`src/cbm_pkg.sv`:
```
// cbm_pkg: types and constants shared by the cartridge bank mapper
// transfer payload structs, register write struct, config bit fields and target codes
// no dependencies
`default_nettype none

package cbm_pkg;

    localparam int ADDR_W  = 16;
    localparam int DATA_W  = 8;
    localparam int MADDR_W = 22;
    localparam int OFS_W   = 13;

    localparam logic [1:0] TGT_NONE = 2'd0;
    localparam logic [1:0] TGT_RAM  = 2'd1;
    localparam logic [1:0] TGT_ROM  = 2'd2;

    localparam int CFG_LOCK_BIT     = 7;
    localparam int CFG_ROM_WP_BIT   = 6;
    localparam int CFG_BLK5_RAM_BIT = 5;
    localparam int CFG_A21_BIT      = 0;

    localparam logic [DATA_W-1:0] CFG_SEL_MASK = 8'h18;
    localparam logic [DATA_W-1:0] CFG_SEL_BLK1 = 8'h18;
    localparam logic [DATA_W-1:0] CFG_SEL_R123 = 8'h08;
    localparam logic [DATA_W-1:0] CFG_WMASK    = 8'hf9;
    localparam logic [DATA_W-1:0] CFG_RESET    = 8'h40;
    localparam logic [DATA_W-1:0] BANK_RESET   = 8'h00;

    localparam logic [MADDR_W-1:0] R123_BASE = 22'h002000;

    typedef struct packed {
        logic              op;
        logic [ADDR_W-1:0] address;
        logic [DATA_W-1:0] write_data;
        logic [DATA_W-1:0] video_bus_last;
        logic [DATA_W-1:0] cpu_bus_last;
    } t_in;

    typedef struct packed {
        logic               decoded;
        logic [1:0]         target;
        logic [MADDR_W-1:0] mem_addr;
        logic               mem_write;
        logic [DATA_W-1:0]  read_data;
    } t_out;

    typedef struct packed {
        logic              bank_we;
        logic              cfg_we;
        logic [DATA_W-1:0] data;
    } t_reg_wr;

endpackage

`default_nettype wire

```
`src/cbm_decode.sv`:
```
// cbm_decode: window decode and address translation for one bus access
// gives the result item and the register write for the current bank and config
// depends on cbm_pkg
`default_nettype none

module cbm_decode (
    input  var cbm_pkg::t_in                   i_item,
    input  var logic [cbm_pkg::DATA_W-1:0]     i_bank,
    input  var logic [cbm_pkg::DATA_W-1:0]     i_cfg,
    output cbm_pkg::t_out                      o_result,
    output cbm_pkg::t_reg_wr                   o_reg_wr
);
    import cbm_pkg::*;

    logic [ADDR_W-1:0] a;
    logic              wr;
    logic              win_r123;
    logic              win_blk1;
    logic              win_blk23;
    logic              win_io2;
    logic              win_blk5;

    assign a  = i_item.address;
    assign wr = i_item.op;

    assign win_r123  = (a[15:12] == 4'h0) && (a[11:10] != 2'b00);
    assign win_blk1  = (a[15:13] == 3'b001);
    assign win_blk23 = (a[15:14] == 2'b01);
    assign win_io2   = (a[15:10] == 6'b100110);
    assign win_blk5  = (a[15:13] == 3'b101);

    always_comb begin
        o_result           = '0;
        o_reg_wr.bank_we   = 1'b0;
        o_reg_wr.cfg_we    = 1'b0;
        o_reg_wr.data      = i_item.write_data;
        if (win_r123) begin
            o_result.decoded = 1'b1;
            if ((i_cfg & CFG_SEL_MASK) == CFG_SEL_R123) begin
                o_result.target    = TGT_RAM;
                o_result.mem_addr  = MADDR_W'(a) + R123_BASE;
                o_result.mem_write = wr;
            end else if (!wr) begin
                o_result.read_data = i_item.video_bus_last;
            end
        end else if (win_blk1) begin
            o_result.decoded = 1'b1;
            if ((i_cfg & CFG_SEL_MASK) == CFG_SEL_BLK1) begin
                o_result.target    = TGT_RAM;
                o_result.mem_addr  = MADDR_W'(a);
                o_result.mem_write = wr;
            end else if (!wr) begin
                o_result.read_data = i_item.cpu_bus_last;
            end
        end else if (win_blk23) begin
            o_result.decoded   = 1'b1;
            o_result.target    = TGT_RAM;
            o_result.mem_addr  = MADDR_W'(a);
            o_result.mem_write = wr;
        end else if (win_io2) begin
            o_result.decoded = 1'b1;
            if (i_cfg[CFG_LOCK_BIT]) begin
                if (!wr) begin
                    o_result.read_data = i_item.cpu_bus_last;
                end
            end else if (a[0]) begin
                if (wr) begin
                    o_reg_wr.cfg_we = 1'b1;
                end else begin
                    o_result.read_data = i_cfg;
                end
            end else begin
                if (wr) begin
                    o_reg_wr.bank_we = 1'b1;
                end else begin
                    o_result.read_data = i_bank;
                end
            end
        end else if (win_blk5) begin
            o_result.decoded = 1'b1;
            if (i_cfg[CFG_BLK5_RAM_BIT]) begin
                o_result.target    = TGT_RAM;
                o_result.mem_addr  = MADDR_W'(a[OFS_W-1:0]);
                o_result.mem_write = wr;
            end else if (!wr || !i_cfg[CFG_ROM_WP_BIT]) begin
                o_result.target    = TGT_ROM;
                o_result.mem_addr  = {i_cfg[CFG_A21_BIT], i_bank, a[OFS_W-1:0]};
                o_result.mem_write = wr;
            end
        end
    end

endmodule

`default_nettype wire

```
`src/cartridge_bank_mapper.sv`:
```
// cartridge_bank_mapper: input register, decode, result register
// one decode pass between the registers; a result loads once the result register is free
// throughput: one access per cycle unless the output stalls, set by that single decode pass
// reset: bank register 0x00, config register 0x40, both stages empty
// depends on cbm_pkg and cbm_decode
`default_nettype none

module cartridge_bank_mapper (
    input  var logic          i_clk,
    input  var logic          i_rst_n,
    input  var logic          i_in_valid,
    output logic              o_in_ready,
    input  var cbm_pkg::t_in  i_in,
    output logic              o_out_valid,
    input  var logic          i_out_ready,
    output cbm_pkg::t_out     o_out
);
    import cbm_pkg::*;

    logic              r_in_vld;
    t_in               r_in;
    logic              r_out_vld;
    t_out              r_out;
    logic [DATA_W-1:0] r_bank;
    logic [DATA_W-1:0] r_cfg;

    logic              out_free;
    logic              advance;
    logic              in_take;
    t_out              n_out;
    t_reg_wr           reg_wr;

    cbm_decode u_decode (
        .i_item   (r_in),
        .i_bank   (r_bank),
        .i_cfg    (r_cfg),
        .o_result (n_out),
        .o_reg_wr (reg_wr)
    );

    assign out_free   = !r_out_vld || i_out_ready;
    assign advance    = r_in_vld && out_free;
    assign o_in_ready = !r_in_vld || out_free;
    assign in_take    = i_in_valid && o_in_ready;

    assign o_out_valid = r_out_vld;
    assign o_out       = r_out;

    always_ff @(posedge i_clk) begin
        if (!i_rst_n) begin
            r_in_vld  <= 1'b0;
            r_out_vld <= 1'b0;
            r_bank    <= BANK_RESET;
            r_cfg     <= CFG_RESET;
        end else begin
            if (in_take) begin
                r_in_vld <= 1'b1;
            end else if (advance) begin
                r_in_vld <= 1'b0;
            end
            if (advance) begin
                r_out_vld <= 1'b1;
            end else if (i_out_ready) begin
                r_out_vld <= 1'b0;
            end
            if (advance && reg_wr.bank_we) begin
                r_bank <= reg_wr.data;
            end
            if (advance && reg_wr.cfg_we) begin
                r_cfg <= reg_wr.data & CFG_WMASK;
            end
        end
    end

    always_ff @(posedge i_clk) begin
        if (in_take) begin
            r_in <= i_in;
        end
        if (advance) begin
            r_out <= n_out;
        end
    end

    // lock holds both registers until reset
    a_lock_holds: assert property (@(posedge i_clk) disable iff (!i_rst_n)
        r_cfg[CFG_LOCK_BIT] |=> r_cfg[CFG_LOCK_BIT] && $stable(r_bank))
        else $error("locked registers changed");

    a_cfg_masked: assert property (@(posedge i_clk) disable iff (!i_rst_n)
        (r_cfg & ~CFG_WMASK) == '0)
        else $error("config register holds masked bits");

    a_no_target_quiet: assert property (@(posedge i_clk) disable iff (!i_rst_n)
        (r_out_vld && r_out.target == TGT_NONE) |-> (r_out.mem_addr == '0 && !r_out.mem_write))
        else $error("memory address or strobe without target");

    a_target_decoded: assert property (@(posedge i_clk) disable iff (!i_rst_n)
        (r_out_vld && !r_out.decoded) |-> (r_out.target == TGT_NONE && r_out.read_data == '0))
        else $error("result outside windows not empty");

endmodule

`default_nettype wire

```
`config.mk`:
```
export PLATFORM = sky130hd
export DESIGN_NAME = cartridge_bank_mapper
export DESIGN_NICKNAME = d
export VERILOG_FILES = /design/src/cbm_pkg.sv /design/src/cbm_decode.sv /design/src/cartridge_bank_mapper.sv
export SDC_FILE = /design/constraint.sdc
export NUM_CORES = 1
export LEC_CHECK = 0
export ABC_AREA = 0
export BUFFER_PORTS_ARGS = -buffer_cell sky130_fd_sc_hd__buf_2
export CORE_MARGIN = 2
export CORE_UTILIZATION = 57
export DETAILED_ROUTE_END_ITERATION = 6
export PLACE_DENSITY = 0.83
export RECOVER_POWER = 100
export SKIP_LAST_GASP = 1
export SLEW_MARGIN = 10
export SYNTH_ARGS = -nofsm -noshare
export SYNTH_HDL_FRONTEND = slang
export SYNTH_SLANG_ARGS = --single-unit
```
`constraint.sdc`:
```
create_clock -name i_clk -period 4.2 [get_ports i_clk]
set_clock_uncertainty 0.1 [all_clocks]
set_input_delay 0.21 -clock i_clk [delete_from_list [all_inputs] [get_ports i_clk]]
set_output_delay 0.21 -clock i_clk [all_outputs]
set_load 0.01 [all_outputs]
```
==> flow_metrics.py, run 1 <==
metrics = {
    "status": {
        "status": "finished, violations left",
        "violations": "max-capacitance violations, max-slew violations",
    },
    "finish": {
        "layout-drive-gt1-share_pct": 14.55,
        "final_cells": 455,
        "postLayoutCoreUtil_pct": 73.02,
        "stdcell_area_sq_mm": 0.004557,
        "area_growth_pct": 25.76,
        "final_common_cell": "edfxtp_1",
        "diodes": 0,
        "nets": 420,
        "nFillCells": 423,
        "final_cell_mix": "edfxtp_1 (75), buf_2 (42), dlygate4sd3_1 (41)",
    },
    "synth": {
        "netlist_area_sq_mm": 0.003623,
        "synth-seq-cells": 91,
        "synth_cell_type_count": 37,
        "syn_avg_cell_area_sq_um": 14.44,
        "yosysSeqAreaShare_pct": 70.99,
        "synth_edf_count": 75,
        "yosysTopAreaCell": "edfxtp_1",
        "synth_top_cell_area_share_pct": 62.15,
        "async_flop_share_pct": 0,
        "synthTopCellsByArea": "edfxtp_1 (62%), dfxtp_1 (8.8%), mux2i_1 (5.2%), nand2_1 (3.2%), and3_1 (2.2%)",
        "synth_nets": 298,
        "netlist_instances": 251,
        "synth_ff_type": "edfxtp_1",
        "synth-warning-count": 0,
    },
    "global_route": {
        "grt_usage_pct": 23.43,
        "grt-ovfl-total": 0,
        "grt_max_degree": 42,
        "antenna_found_initial": 0,
        "grt_pass1_vias": 2588,
        "grt_pass1_wl_mm": 12.54,
    },
    "timing": {
        "holdWs_ns": 0.01009,
        "setup_viol": 0,
        "relSlewSlack_pct": -75.43,
        "final.period_utilization_pct": 73.10,
        "setup_tns_ns": 0,
        "period_needed_ns": 3.070,
        "rsz0062_at_grt": "no",
        "fin_ws_ns": 1.130,
        "hold_violations": 0,
        "maxSlewViolCount": 86,
        "fmax_mhz": 325.7,
        "worstMarginPinSlew_ns": 2.631,
    },
    "power_and_ir_drop": {
        "power_density_mw_per_mm2": 368.1,
        "p_leak_nw": 1.670,
        "total_power_mw": 1.677,
        "ir_drop_uv": 258.1,
    },
    "floorplan": {
        "ios": 81,
        "die_y_microns": 83.73,
        "rows": 29,
        "initial_utilization_pct": 58.06,
        "die_w_microns": 83.73,
        "die_area_sq_mm": 0.007011,
        "core-area_sq_mm": 0.006241,
    },
    "routing": {
        "num_vias": 2551,
        "routed_wirelength_mm": 7.719,
        "via_per_inst": 5.607,
        "dr.pass1.iters": 5,
        "wl_per_cell_microns": 16.96,
        "drt_first_iter_violations": 181,
        "detail-route-antenna-nets": 0,
        "drc": 0,
    },
    "placed_design": {
        "gp_congestion": 0.8353,
        "port_buffers": 80,
        "place_hpwl_mm": 4.776,
        "pre_cts_ws_ns": 1.501,
        "postPlaceCellArea_sq_mm": 0.004085,
        "dp_cells": 398,
    },
    "cts": {
        "cts_max_path_buffers": 2,
        "root_buffer": "clkbuf_8",
        "cts.repair.resized": 0,
        "cts_buffers": 9,
        "clk_pin_slew_worst_paths_ns": 0.09,
        "htree_levels": 3,
        "cts_tree": "done",
        "clock_latency_ns": 0.35,
        "cts_sinks": 91,
    },
    "min_path": {
        "hp-class": "primary input to flip-flop",
        "hold_depth": 3,
        "hold_end": "r_in_vld$_SDFFE_PN0P_",
        "worstHoldStart": "i_in_valid",
    },
    "setup_path": {
        "cp_num_buf_inv": 0,
        "start_kind": "flip-flop",
        "critPathSlowestCell": "nor4_1",
        "endpoint_kind": "flip-flop",
        "cp_top_family": "simple AND/OR/NAND/NOR gates",
        "critPathArrivalTime_ns": 3.13,
        "criticalPathCategory": "flip-flop to flip-flop",
        "cp_cell_sequence": "and4b_1 -> nand2_1 -> nor4_1 -> mux2i_1",
        "r2r_start": "r_in[34]$_DFFE_PP_",
        "cp.required_ns": 4.26,
        "crit_fanout": 8,
        "critPathMaxStageDelay_ns": 1.57,
        "r2r_slack_ns": 1.13,
        "r2r-end": "r_bank[1]$_SDFFE_PN0P_",
        "r2r_cells": 4,
    },
    "flow_run": {
        "drv_cap": 3,
    },
}
[where the power goes]
group | internal [mW] | total [mW] | leakage, nW | switching (mW)
sequential | 1.03 | 1.05 | 0.846 | 0.0218
clock | 0.209 | 0.497 | 0.0788 | 0.288
combinational | 0.0644 | 0.134 | 0.745 | 0.0694
[per-layer routing]
metal | global-route usage [%] | part of all wire (%) | routed length, microns
met1 | 29.16 | 41 | 3163
met3 | 4.451 | 6.1 | 474
met4 | 11.29 | 2.8 | 216
met2 | 39.56 | 50 | 3864
met5 | 0 | 0 | 0
[cell usage after synthesis, drive strengths merged (3+ instances only)]
cell type,number
edfxtp,75
nand2,32
mux2i,19
dfxtp,16
and3,13
a21oi,11
and2,9
clkbuf,9
o21ai,8
nor2b,6
nor3,6
a221oi,5
a221o,4
inv,4
nor2,4
nor4,4
nand2b,3
nor4b,3
[worst min-delay path: cells and delay by family]
kind,cells,cell delay [ns]
AO/OA/AOI/OAI,1,0.04
buffers and inverters,1,0.09
AND/OR/NAND/NOR,1,0.09
[layout make-up]
type,count,area [sq um],area share (%)
clock buffer,10,127.6,2.801
clock inverter,6,32.53,0.7139
inverter,4,15.01,0.3295
multi-input combinational,145,945.9,20.76
sequential,91,2572,56.45
tap,77,96.34,2.114
timing repair buffer,122,767.0,16.83
[worst max-delay path by stage]
stage,start,to,slack [ns],cells after the start
floorplan,o_out_valid$_SDFFE_PN0P_,r_in[0]$_DFFE_PP_,2.07,3
global placement,r_in[38]$_DFFE_PP_,o_out[8]$_DFFE_PP_,1.76,4
detailed placement,r_in[38]$_DFFE_PP_,o_out[8]$_DFFE_PP_,1.50,4
CTS,r_in[38]$_DFFE_PP_,o_out[8]$_DFFE_PP_,1.49,4
global route,r_in[39]$_DFFE_PP_,r_bank[2]$_SDFFE_PN0P_,0.87,4
finish,r_in[34]$_DFFE_PP_,r_bank[1]$_SDFFE_PN0P_,1.13,4
[registers in the layout (all words and copies together) (netlist names)]
name,flops
r_in,41
r_cfg,6
o_out_valid,1
r_bank,8
o_out,34
r_in_vld,1
[timing repair]
action,CTS,global route
setup endpoints to repair,0,0
hold buffers,41,0
buffers inserted,0,0
hold endpoints to repair,41,0
[logic make-up after synthesis]
group	count (synthesis)	share of synthesized area, %
xor+xnor	1	0.2418
compound gates	40	7.735
buf+inv	15	1.623
flops	91	70.99
mux	19	5.249
simple gates	83	13.47
fa+ha+maj	2	0.6905
Note: power is estimated with default switching activity, not from simulation.
==> run 2, diff against run 1 <==
--- a/config.mk
+++ b/config.mk
@@ -5,12 +5,12 @@
 export SDC_FILE = /design/constraint.sdc
 export NUM_CORES = 1
 export LEC_CHECK = 0
-export ABC_AREA = 0
+export ABC_AREA = 1
 export BUFFER_PORTS_ARGS = -buffer_cell sky130_fd_sc_hd__buf_2
 export CORE_MARGIN = 2
-export CORE_UTILIZATION = 57
+export CORE_UTILIZATION = 49
 export DETAILED_ROUTE_END_ITERATION = 6
-export PLACE_DENSITY = 0.83
+export PLACE_DENSITY = 0.76
 export RECOVER_POWER = 100
 export SKIP_LAST_GASP = 1
 export SLEW_MARGIN = 10
==> constraint.sdc (replaced) <==
create_clock -name i_clk -period 2.6 [get_ports i_clk]
set_clock_uncertainty 0.1 [all_clocks]
set_input_delay 0.13 -clock i_clk [delete_from_list [all_inputs] [get_ports i_clk]]
set_output_delay 0.13 -clock i_clk [all_outputs]
set_load 0.01 [all_outputs]
==> flow_metrics.py, run 2 <==
metrics = {
    "placed_design": {
        "port_buffers": 80,
        "gp_congestion": 0.8776,
        "place_hpwl_mm": 5.032,
    },
    "finish": {
        "final_cell_mix": "nand2_1 (103), edfxtp_1 (75), dlygate4sd3_1 (45)",
        "diodes": 0,
        "nets": 533,
        "postLayoutCoreUtil_pct": 63.89,
        "largest_register_ffs": 41,
        "final_common_cell": "nand2_1",
        "regMostFlops": "r_in",
        "area_growth_pct": 28.07,
        "layout-drive-gt1-share_pct": 13.44,
    },
    "timing": {
        "fmax_mhz": 447.0,
        "rsz0062_at_grt": "no",
        "holdWs_ns": 0.3686,
        "hold_violations": 0,
        "relSlewSlack_pct": 31.59,
        "period_needed_ns": 2.237,
        "setup_tns_ns": 0,
        "worstMarginPinSlew_ns": 1.026,
        "final.period_utilization_pct": 86.04,
        "maxSlewViolCount": 0,
        "setup_viol": 0,
    },
    "setup_path": {
        "critPathSlowestCell": "edfxtp_1",
        "r2r_start": "r_in[39]$_DFFE_PP_",
        "critPathMaxStageDelay_ns": 0.52,
        "cp.required_ns": 2.76,
        "start_kind": "flip-flop",
        "criticalPathCategory": "flip-flop to flip-flop",
        "worstSetupStartpoint": "r_in[39]$_DFFE_PP_",
        "worst_path_most_repeated_cell": "nor2_1",
        "cp_cell_sequence": "inv_1 -> nor2_4 -> nand3_1 -> nor2_1 -> inv_1 -> nor2_1 -> nor2_1",
        "endpoint_kind": "flip-flop",
        "crit_fanout": 10,
        "critPathArrivalTime_ns": 2.39,
    },
    "routing": {
        "drt_first_iter_violations": 166,
        "dr.pass1.iters": 4,
        "wl_per_cell_microns": 13.27,
        "via_per_inst": 4.922,
        "num_vias": 2919,
        "detail-route-antenna-nets": 0,
        "routed_wirelength_mm": 7.870,
        "drc": 0,
    },
    "power_and_ir_drop": {
        "p_clk_share_pct": 35.0,
        "switching_power_uw": 644.8,
        "seq_power_share_pct": 57.1,
        "swShare_pct": 21.90,
        "ir_drop_uv": 311.4,
        "p_leak_nw": 1.965,
        "total_power_mw": 2.944,
        "p_int_mw": 2.300,
        "power_density_mw_per_mm2": 602.6,
        "comb_power_share_pct": 7.9,
    },
    "synth": {
        "synth-seq-cells": 91,
        "synth_nets": 404,
        "synth_ff_type": "edfxtp_1",
        "synthTopCellsByArea": "edfxtp_1 (59%), nand2_1 (10%), dfxtp_1 (8.4%), nor2_1 (4.0%), nand4_1 (2.8%)",
        "syn_avg_cell_area_sq_um": 10.69,
        "synth_top_cell_area_share_pct": 59.04,
        "async_flop_share_pct": 0,
        "yosysSeqAreaShare_pct": 67.43,
        "synth-warning-count": 0,
        "netlist_top_cells_count": "nand2_1 (102), edfxtp_1 (75), nor2_1 (41)",
        "netlist_area_sq_mm": 0.003815,
        "yosysTopAreaCell": "edfxtp_1",
        "synth_cell_type_count": 29,
        "netlist_instances": 357,
        "synth.most_common_cell": "nand2_1",
        "synth_edf_count": 75,
    },
    "global_route": {
        "grt-ovfl-total": 0,
        "grt_pass1_vias": 2856,
        "antenna_found_initial": 0,
        "grt_usage_pct": 19.61,
        "grt_max_degree": 42,
        "grt_pass1_wl_mm": 12.68,
    },
    "cts": {
        "root_buffer": "clkbuf_8",
        "clock_latency_ns": 0.36,
        "cts_sinks": 91,
        "cts_setup_buffers": 0,
        "clk_pin_slew_worst_paths_ns": 0.09,
        "htree_levels": 3,
        "cts_tree": "done",
        "cts_max_path_buffers": 2,
        "cts_buffers": 9,
    },
    "min_path": {
        "hp-class": "primary input to flip-flop",
        "worstHoldStart": "i_in[40]",
    },
    "floorplan": {
        "ios": 81,
        "core-area_sq_mm": 0.007647,
        "initial_utilization_pct": 49.89,
        "die_w_microns": 92.24,
        "die_area_sq_mm": 0.008507,
        "die_y_microns": 92.24,
        "rows": 32,
    },
    "status": {
        "status": "completed",
    },
    "flow_run": {
        "drv_cap": 0,
    },
}
[run 2: through the flow]
step           instance area, sq um  cells  setup WS (ns)
3_5_place_dp                   4300    532         0.5029
6_report                       4886    593         0.3631
5_1_grt                        4886    593         0.1301
4_1_cts                        4969    593         0.4814
3_3_place_gp                   4300    532         0.6357
2_1_floorplan                  3815    357         0.5873
[run 2: logic make-up after synthesis]
logic type               count (synthesis)  synth area share (%)
AND/OR/NAND/NOR                        180                 20.40
flip-flops                              91                 67.43
buffers and inverters                   43                 5.247
AO/OA/AOI/OAI                           40                 6.035
adder cells (fa/ha/maj)                  2                0.6558
XOR/XNOR                                 1                0.2296
[run 2: timing repair]
| item | in CTS | in global routing |
|---|---|---|
| hold endpoints to repair | 50 | 0 |
| gates resized for setup | 0 | 0 |
| setup endpoints to repair | 0 | 0 |
| hold buffers | 45 | 0 |
[run 2: final timing paths]
path	endpoint	slack, ns	depth (start not counted)
min	r_in[40]$_DFFE_PP_	0.37	2
max	r_bank[4]$_SDFFE_PN0P_	0.36	7
max reg2reg	r_bank[4]$_SDFFE_PN0P_	0.36	7
min reg2reg	r_bank[1]$_SDFFE_PN0P_	0.39	2
[run 2: worst max-delay path, delay by kind of cell (launching register included)]
family                 cells  cell delay [ns]
AND/OR/NAND/NOR            5             1.12
flip-flops                 1             0.52
buffers and inverters      2             0.38
[run 2: area by class of cell]
class	instances	area [sq um]
fill	620	2761
multi-input combinational	223	1015
sequential	91	2572
inverter	31	120.1
tap	102	127.6
clock inverter	6	90.09
clock buffer	10	127.6
timing repair buffer	130	833.3
[run 2: per-layer routing]
| layer | track usage [%] | share of wire (%) |
|---|---|---|
| met3 | 4.848 | 5.2 |
| met4 | 8.333 | 2.2 |
| met1 | 22.92 | 42 |
| met5 | 0 | 0 |
| met2 | 34.38 | 51 |
[run 2: power by group through the flow]
| stage | clock network [mW] | logic, mW | registers, mW |
|---|---|---|---|
| finish | 1.03 | 0.233 | 1.68 |
| global route | 1.10 | 0.259 | 1.69 |
| CTS | 1.04 | 0.243 | 1.68 |
| detailed placement | 0 | 0.191 | 1.71 |
| global placement | 0 | 0.185 | 1.71 |
| floorplan | 0 | 0.0999 | 1.72 |
==> run 3, diff against run 2 <==
--- a/config.mk
+++ b/config.mk
@@ -5,12 +5,12 @@
 export SDC_FILE = /design/constraint.sdc
 export NUM_CORES = 1
 export LEC_CHECK = 0
-export ABC_AREA = 1
+export ABC_AREA = 0
 export BUFFER_PORTS_ARGS = -buffer_cell sky130_fd_sc_hd__buf_2
 export CORE_MARGIN = 2
-export CORE_UTILIZATION = 49
+export CORE_UTILIZATION = 48
 export DETAILED_ROUTE_END_ITERATION = 6
-export PLACE_DENSITY = 0.76
+export PLACE_DENSITY = 0.75
 export RECOVER_POWER = 100
 export SKIP_LAST_GASP = 1
 export SLEW_MARGIN = 10
==> flow_metrics.py, run 3 (synthesized netlist as in run 1, its figures left out) <==
metrics = {
    "timing": {
        "final.period_utilization_pct": 94.20,
        "period_needed_ns": 2.449,
        "holdWs_ns": 0.09443,
        "maxSlewViolCount": 22,
        "fmax_mhz": 408.3,
        "relSlewSlack_pct": -0.8859,
        "fin_ws_ns": 0.1507,
        "rsz0062_at_grt": "no",
        "hold_violations": 0,
        "worstMarginPinSlew_ns": 1.512,
        "setup_viol": 0,
        "setup_tns_ns": 0,
    },
    "setup_path": {
        "critPathMaxStageDelay_ns": 0.53,
        "start_kind": "flip-flop",
        "criticalPathCategory": "flip-flop to flip-flop",
        "critPathArrivalTime_ns": 2.46,
        "cp.required_ns": 2.61,
        "endpoint_kind": "flip-flop",
        "cp_cell_sequence": "inv_1 -> ha_1 -> nand2b_1 -> a21oi_1 -> mux2i_2 -> and3_1",
        "critPathSlowestCell": "edfxtp_1",
        "crit_fanout": 13,
    },
    "floorplan": {
        "ios": 81,
        "core-area_sq_mm": 0.007292,
        "die_y_microns": 90.89,
        "initial_utilization_pct": 49.69,
        "rows": 31,
        "die_area_sq_mm": 0.008260,
        "die_w_microns": 90.89,
    },
    "power_and_ir_drop": {
        "p_leak_nw": 1.715,
        "ir_drop_uv": 280.9,
        "power_density_mw_per_mm2": 605.4,
    },
    "routing": {
        "routed_wirelength_mm": 7.616,
        "drt_first_iter_violations": 228,
        "via_per_inst": 5.161,
        "drc": 0,
        "wl_per_cell_microns": 15.74,
        "detail-route-antenna-nets": 0,
        "num_vias": 2498,
        "dr.pass1.iters": 4,
    },
    "flow_run": {
        "drv_cap": 1,
    },
    "global_route": {
        "antenna_found_initial": 0,
        "grt-ovfl-total": 0,
        "grt_usage_pct": 19.18,
        "grt_pass1_vias": 2462,
        "grt_max_degree": 35,
        "grt_pass1_wl_mm": 12.15,
    },
    "finish": {
        "final_common_cell": "edfxtp_1",
        "final_cell_mix": "edfxtp_1 (75), dlygate4sd3_1 (43), buf_2 (42)",
        "largest_register_ffs": 41,
        "nFillCells": 588,
        "layout-drive-gt1-share_pct": 16.36,
        "nets": 427,
        "diodes": 0,
        "area_growth_pct": 29.52,
        "regMostFlops": "r_in",
    },
    "placed_design": {
        "gp_congestion": 0.8345,
        "port_buffers": 80,
        "pre_cts_ws_ns": 0.1705,
        "place_hpwl_mm": 4.952,
    },
    "status": {
        "status": "finished, violations left",
        "violations": "max-capacitance violations, max-slew violations",
    },
    "cts": {
        "cts_sinks": 91,
        "cts_buffers": 9,
        "cts_tree": "done",
        "htree_levels": 3,
        "clock_latency_ns": 0.36,
        "cts_max_path_buffers": 2,
        "root_buffer": "clkbuf_8",
        "clk_pin_slew_worst_paths_ns": 0.09,
    },
    "min_path": {
        "hp-class": "primary input to flip-flop",
    },
}
-- run 3: cell types whose count changed in the layout (fill, tap and decap cells not counted), sizes merged, moves of 6 or more --
cell	change
inv	-25
nand4	-17
nand2	-73
a21boi	-10
and2	+9
nand3	-11
mux2i	+19
and3	+13
nor2b	+6
o21ai	-10
nor2	-39
-- run 3: final timing paths --
path / startpoint / endpoint / slack [ns] / cells past startpoint
worst min register to register: r_bank[0]$_SDFFE_PN0P_ / r_bank[0]$_SDFFE_PN0P_ / 0.39 / 2
worst min-delay path: i_rst_n / o_out_valid$_SDFFE_PN0P_ / 0.09 / 2
worst max-delay path: r_in[38]$_DFFE_PP_ / o_out[12]$_DFFE_PP_ / 0.15 / 6
worst max register to register: r_in[38]$_DFFE_PP_ / o_out[12]$_DFFE_PP_ / 0.15 / 6
-- run 3: repair_timing --
item / CTS / global route
buffers inserted: 0 / 0
gates resized for setup: 0 / 1
hold endpoints to repair: 43 / 0
hold buffers: 43 / 0
endpoints found under the setup margin: 0 / 13
-- run 3: worst max-delay path: cells and delay by family (launching register included) --
family                     cells  cell delay [ns]
AOI/OAI and AO/OA              1             0.45
adders and majority gates      1             0.22
buffers and inverters          1             0.17
DFF                            1             0.53
muxes                          1             0.30
and+or+nand+nor                2             0.44
-- run 3: cell type report --
| cell class | count | area, sq um | share of cell area [%] |
|---|---|---|---|
| Tap cell | 99 | 123.9 | 2.639 |
| Multi-Input combinational cell | 145 | 962.2 | 20.50 |
| Inverter | 4 | 15.01 | 0.3199 |
| Timing Repair Buffer | 129 | 827.0 | 17.62 |
| Clock inverter | 7 | 68.82 | 1.466 |
| Clock buffer | 9 | 123.9 | 2.639 |
| Sequential cell | 91 | 2572 | 54.81 |
-- run 3: power breakdown --
group	internal [mW]	switching (mW)	total [mW]
logic	0.111	0.114	0.226
clock network	0.441	0.490	0.931
registers	1.65	0.0314	1.68
-- run 3: per-layer routing --
| layer | vias to the layer above | global-route usage [%] | share of wire, % |
|---|---|---|---|
| met5 | - | 0 | 0 |
| met4 | 0 | 7.449 | 1.7 |
| met3 | 12 | 4.674 | 5.2 |
| met2 | 90 | 31.16 | 49 |
| met1 | 1185 | 25.01 | 44 |
| li1 | 1211 | - | - |
-- run 3: per-stage QoR --
stage	power [mW]	util (%)	instance area (sq um)	instances
2_1_floorplan	1.809	-	3623	251
6_report	2.841	64.36	4693	484
4_1_cts	2.871	65.63	4786	484
3_3_place_gp	1.895	57.09	4163	425
3_5_place_dp	1.903	57.09	4163	425
5_1_grt	2.942	64.36	4693	484
